`src/rtl/swm_pkg.sv`:
```
// Shared constants for the sliding window maximum block.
package swm_pkg;

    localparam int WINDOW_MAX_DEF   = 64;
    localparam int SAMPLE_WIDTH_DEF = 32;
    localparam int CFG_W            = 7;
    localparam logic [CFG_W-1:0] WINDOW_SIZE_RST = CFG_W'(3);

endpackage

```
`src/rtl/swm_cell.sv`:
```
// One window cell: holds the maximum of the newest samples up to its depth.
module swm_cell
    import swm_pkg::*;
#(
    parameter int SAMPLE_WIDTH = SAMPLE_WIDTH_DEF
) (
    input  logic                    i_clk,
    input  logic                    i_rst_n,
    input  logic                    i_head,
    input  logic                    i_advance,
    input  logic                    i_clear,
    input  logic [SAMPLE_WIDTH-1:0] i_sample,
    input  logic                    i_prev_valid,
    input  logic [SAMPLE_WIDTH-1:0] i_prev_max,
    output logic                    o_valid,
    output logic [SAMPLE_WIDTH-1:0] o_max
);

    logic                    r_valid;
    logic [SAMPLE_WIDTH-1:0] r_max;
    logic                    n_valid;
    logic [SAMPLE_WIDTH-1:0] n_max;
    logic                    keep_prev;

    // Keep the neighbor's running max only if it is live and beats the new sample.
    assign keep_prev = ~i_head & ~i_clear & i_prev_valid &
                       ($signed(i_prev_max) > $signed(i_sample));
    assign n_valid   = i_head | (~i_clear & i_prev_valid);
    assign n_max     = keep_prev ? i_prev_max : i_sample;

    always_ff @(posedge i_clk) begin
        if (!i_rst_n) begin
            r_valid <= 1'b0;
        end else if (i_advance) begin
            r_valid <= n_valid;
        end
    end

    always_ff @(posedge i_clk) begin
        if (i_advance) begin
            r_max <= n_max;
        end
    end

    assign o_valid = r_valid;
    assign o_max   = r_max;

endmodule

```
`config.mk`:
```
export PLATFORM = sky130hd
export DESIGN_NAME = swm_cell
export DESIGN_NICKNAME = d
export VERILOG_FILES = /design/src/rtl/swm_pkg.sv /design/src/rtl/swm_cell.sv
export SDC_FILE = /design/constraint.sdc
export NUM_CORES = 1
export LEC_CHECK = 0
export ABC_AREA = 1
export BUFFER_PORTS_ARGS = -buffer_cell sky130_fd_sc_hd__buf_4
export CAP_MARGIN = 20
export CORE_ASPECT_RATIO = 0.6
export CORE_MARGIN = 2
export CORE_UTILIZATION = 53
export DETAILED_ROUTE_END_ITERATION = 8
export HOLD_SLACK_MARGIN = 0.08
export PLACE_DENSITY_LB_ADDON = 0.08
export SETUP_SLACK_MARGIN = 0.3
export SYNTH_ARGS = -nofsm -noshare
export SYNTH_HDL_FRONTEND = slang
export SYNTH_SLANG_ARGS = --single-unit
```
`constraint.sdc`:
```
create_clock -name i_clk -period 2.9 [get_ports i_clk]
set_input_delay 0.435 -clock i_clk [delete_from_list [all_inputs] [get_ports i_clk]]
set_output_delay 0.435 -clock i_clk [all_outputs]
set_load 0.02 [all_outputs]
```
-- Word-level counts from Yosys, hierarchy flattened
Cells that the tools add are included.
W data, S select, Z words.
- output and inout bits: 33
- register bits: 33
- memories kept: 0
- logic and storage cells: 11
- bits in latches: 0
- memory bits (writable): 0
- input port bits: 70
- bits in read-only memories: 0
- div/mod/pow operators: 0
- multiplexer cells: 1
- reductions and logical operators: 0
- add/subtract/negate cells: 0
- equal/unequal tests: 0
- multipliers: 0
- magnitude comparators: 1
- bitwise gates (word level): 7
- shift-type cells: 0
- operators by type and width (kind ; count):
    $gt A32 B32 Y1 ; 1
    $mux W32 ; 1
    $and A1 B1 Y1 ; 4
    $not A1 Y1 ; 2
    $or A1 B1 Y1 ; 1

-- Longest topological paths before layout
- word-level depth: 5
- gate-level depth with buffers: 18

-- Worst setup path after synthesis
No wires, ideal clock.
- path kind: input-to-reg
- from: input port i_sample[31]
- to: register r_max[10] (netlist: o_max[10]) (data pin)
- slack: 0.828 ns
- arrival: 1.820 ns
- path buffers: 1
- stages: 12
- cell sequence: inv_1 -> ha_1 -> nand2_2 -> nor2_2 -> nand2_2 -> nor3b_2 -> nand2_1 -> nand3_2 -> nand3_4 -> buf_12 -> nand2_2 -> nand2_2
- cells in the longest elaborated chain, start to end: 3
- ends and longest elaborated chain (element ; RTL line ; text):
    start, declared ; swm_cell.sv:12 ; input logic [SAMPLE_WIDTH-1:0] i_sample,
    $gt A32 B32 Y1 ; swm_cell.sv:27 ; ($signed(i_prev_max) > $signed(i_sample));
    $and A1 B1 Y1 ; swm_cell.sv:26 ; assign keep_prev = ~i_head & ~i_clear & i_prev_valid &
    $mux W32 ; swm_cell.sv:29 ; assign n_max = keep_prev ? i_prev_max : i_sample;
    via n_max[10] ; swm_cell.sv:22 ; logic [SAMPLE_WIDTH-1:0] n_max;
    end signal, assigned ; swm_cell.sv:41 ; r_max <= n_max;
    end, declared ; swm_cell.sv:20 ; logic [SAMPLE_WIDTH-1:0] r_max;
The timed path passes the listed nets, and every way through them passes these cells.
A chain may end at the register's enable or synchronous reset.

-- Worst setup path after layout
- from: input port i_sample[31]
- to: register r_max[24] (netlist: o_max[24]) (data pin)
Same word-level chain as after synthesis.

==> impl_metrics.env <==
export IMPL_status="finished, final reports clean"
export IMPL_ys_warn_count=0
export IMPL_required_ns=2.94
export IMPL_grt_pass1_wl_mm=10.2
export IMPL_vdd_drop_max_uv=304
export IMPL_yosysMostFrequentCell="nand2_2"
export IMPL_root_buffer="clkbuf_8"
export IMPL_max_freq_mhz=410
export IMPL_avgSynthCellArea_um2=8.93
export IMPL_drt_iter0_markers=101
export IMPL_hold_class="in2reg"
export IMPL_fin_crit_ns=2.44
export IMPL_regToRegEndpoint="o_valid"
export IMPL_critPathMaxFanout=22
export IMPL_grt_overflow_total=0
export IMPL_rrSetupSlack_ns=2.23
export IMPL_slew_violations=0
export IMPL_syn_inst=297
export IMPL_crit_arrival_ns=2.48
export IMPL_critical_path_class="in2reg"
export IMPL_synth_top_area_share=0.362
export IMPL_antenna_found_initial=0
export IMPL_slowest_delay_ns=0.45
export IMPL_critPathCapture="o_max[24]"
export IMPL_grt_max_degree=35
export IMPL_routedWlPerCell_um=14.0
export IMPL_synth_seq_area_share=0.370
export IMPL_synth_area_leaders="edfxtp_1 (36%), ha_1 (15%), nand2_2 (15%)"
export IMPL_cpMostUsedCell="nand2_2"
export IMPL_swShare=0.318
export IMPL_grt_total_usage=0.240
export IMPL_cp_slowest_cell="nor2_4"
export IMPL_vias=2334
export IMPL_yosys_area_top_type="edfxtp_1"
export IMPL_die_y_um=58.8
export IMPL_ys_types=23
export IMPL_ant_nets=0
export IMPL_synth_edf_count=32
export IMPL_htreeDepth=2
export IMPL_gp_congestion=0.815
export IMPL_drv_cap=0
export IMPL_powerDensity_nw_per_um2=393
export IMPL_r2r_worst_path_cells=2
export IMPL_fin_crit_sh=0.841
export IMPL_dp_hpwl_mm=4.66
export IMPL_hold_slack_ns=0.417
export IMPL_cts_tree="built"
export IMPL_syn_num_nets=399
export IMPL_area_growth_pct=31.7
export IMPL_routed_wl_mm=6.44
export IMPL_setup_viol=0
export IMPL_slew_headroom=0.470
export IMPL_comb_power_share=0.331
export IMPL_drive_above_1_share=0.455
export IMPL_start_kind="input port"
export IMPL_grt_pass1_vias=2230
export IMPL_r2r_start="o_valid"
export IMPL_io_pins=103
export IMPL_rsz0062_at_grt="no"
export IMPL_yosys_top_cells_count="nand2_2 (64), inv_1 (45), nand2_1 (40)"
export IMPL_drc=0
export IMPL_start_util=0.566
export IMPL_seq_power_share=0.429
export IMPL_fin_skew_ns=0
export IMPL_p_sw_mw=0.436
export IMPL_p_leak_nw=1.79
export IMPL_startpoint="i_sample[31]"
export IMPL_power_mw=1.37
export IMPL_clk_latency_ns=0.28
export IMPL_antenna_cells=0
export IMPL_cp_cell_sequence="buf_4 > inv_1 > ha_1 > nand2_2 > nor2_2 > nand2_2 > nor3b_2 > nand3_1 > nand2_2 > nor2_4 > nand3_4 > buf_12 > nand2_2 > nand2_2"
export IMPL_numClockSinks=33
export IMPL_synth_main_ff_cell="edfxtp_1"
export IMPL_portBuffers=102
export IMPL_synth_seq_cells=33
export IMPL_netlist_area_um2=2650
export IMPL_clk_path_buf_depth=2
export IMPL_die_w_um=95.3
export IMPL_p_int_mw=0.934
export IMPL_end_kind="flip-flop"
export IMPL_numCtsBuffers=5
export IMPL_final_nets=500
export IMPL_final_hold_viol_count=0
export IMPL_clk_transition_reported_paths_ns=0.07
export IMPL_async_flop_share=0
export IMPL_first_pass_iters=4
export IMPL_dieArea_um2=5600
export IMPL_vias_per_cell=5.06
export IMPL_p_clk_frac=0.240
export IMPL_worstMarginPinSlew_ns=0.795
export IMPL_coreArea_um2=4680
export IMPL_fp_row_count=19
[critical path, delay by kind of cell]
| family | cells | cell delay, ns |
|---|---|---|
| adders and majority gates | 1 | 0.35 |
| buffers and inverters | 3 | 0.38 |
| and+or+nand+nor | 10 | 1.29 |
[how the worst min path moves through the flow]
stage                      startpoint  depth (start not counted)       end
after global routing      i_sample[4]                          3  o_max[4]
final                         i_rst_n                          3   o_valid
after global placement        o_valid                          2   o_valid
after CTS                     i_rst_n                          3   o_valid
after floorplan             i_advance                          1   o_valid
after detailed placement      o_valid                          2   o_valid
[metal layers]
layer  global-route usage  wire [µm]  vias to the layer above
li1                     -          -                     1201
met1                0.341       3110                     1035
met2                0.380       2750                       96
met3               0.0499        558                        2
met4               0.0580         17                        0
met5                    0          0                        -
[power groups by stage]
| stage | registers (mW) | logic, mW | clock network (mW) |
|---|---|---|---|
| finish | 0.588 | 0.453 | 0.329 |
| detailed placement | 0.598 | 0.449 | 0 |
| CTS | 0.589 | 0.453 | 0.340 |
| global placement | 0.597 | 0.440 | 0 |
| global route | 0.592 | 0.498 | 0.356 |
| floorplan | 0.656 | 0.196 | 0 |
[flip-flops by register name, summed over array words and instances, names as in the netlist]
| signal | count |
|---|---|
| o_max | 32 |
| o_valid | 1 |
[kinds of logic (layout without fill, tap and decap cells)]
kind of cell	Yosys count	in the layout	share of synthesized area
DFF	33	33	0.370
and+or+nand+nor	154	155	0.325
adders and majority gates	32	32	0.151
buffers and inverters	57	157	0.110
AOI/OAI and AO/OA	21	21	0.0444
[layout by cell type, fill, tap and decap left out]
master	instances
a21o_1	1
a21oi_1	13
a21oi_2	1
a31oi_1	1
buf_12	1
buf_4	104
clkbuf_1	1
clkbuf_8	5
clkinv_1	1
dfxtp_1	1
edfxtp_1	32
ha_1	32
inv_1	45
nand2_1	40
nand2_2	64
nand3_1	3
nand3_2	1
nand3_4	1
nand4_1	32
nor2_1	10
nor2_2	2
nor2_4	1
nor3b_2	1
o21a_1	2
o21ai_0	3
[cell type report]
type | instances | area, µm²
Fill cell | 348 | 1190
Tap cell | 63 | 78.8
Sequential cell | 33 | 981
Multi-Input combinational cell | 208 | 1390
Timing Repair Buffer | 105 | 801
Clock inverter | 1 | 3.75
Clock buffer | 6 | 72.6
Inverter | 45 | 169
[through the flow]
stage	instances	setup slack (ns)	setup TNS (ns)	area, µm²	util
after floorplan	297	0.828	0	2650	-
after global placement	453	0.0649	0	3410	0.728
after detailed placement	453	-0.0167	-0.0939	3410	0.728
after CTS	461	0.486	0	3490	0.745
after global routing	461	0.348	0	3490	0.745
final	461	0.462	0	3490	0.745
[what timing repair did]
| action | 4_1_cts | 5_1_grt |
|---|---|---|
| hold buffers | 0 | 0 |
| setup buffers | 0 | 0 |
| endpoints found under the setup margin | 10 | 0 |
| resized for setup | 0 | 0 |
Power figures use the tool's default switching activity.
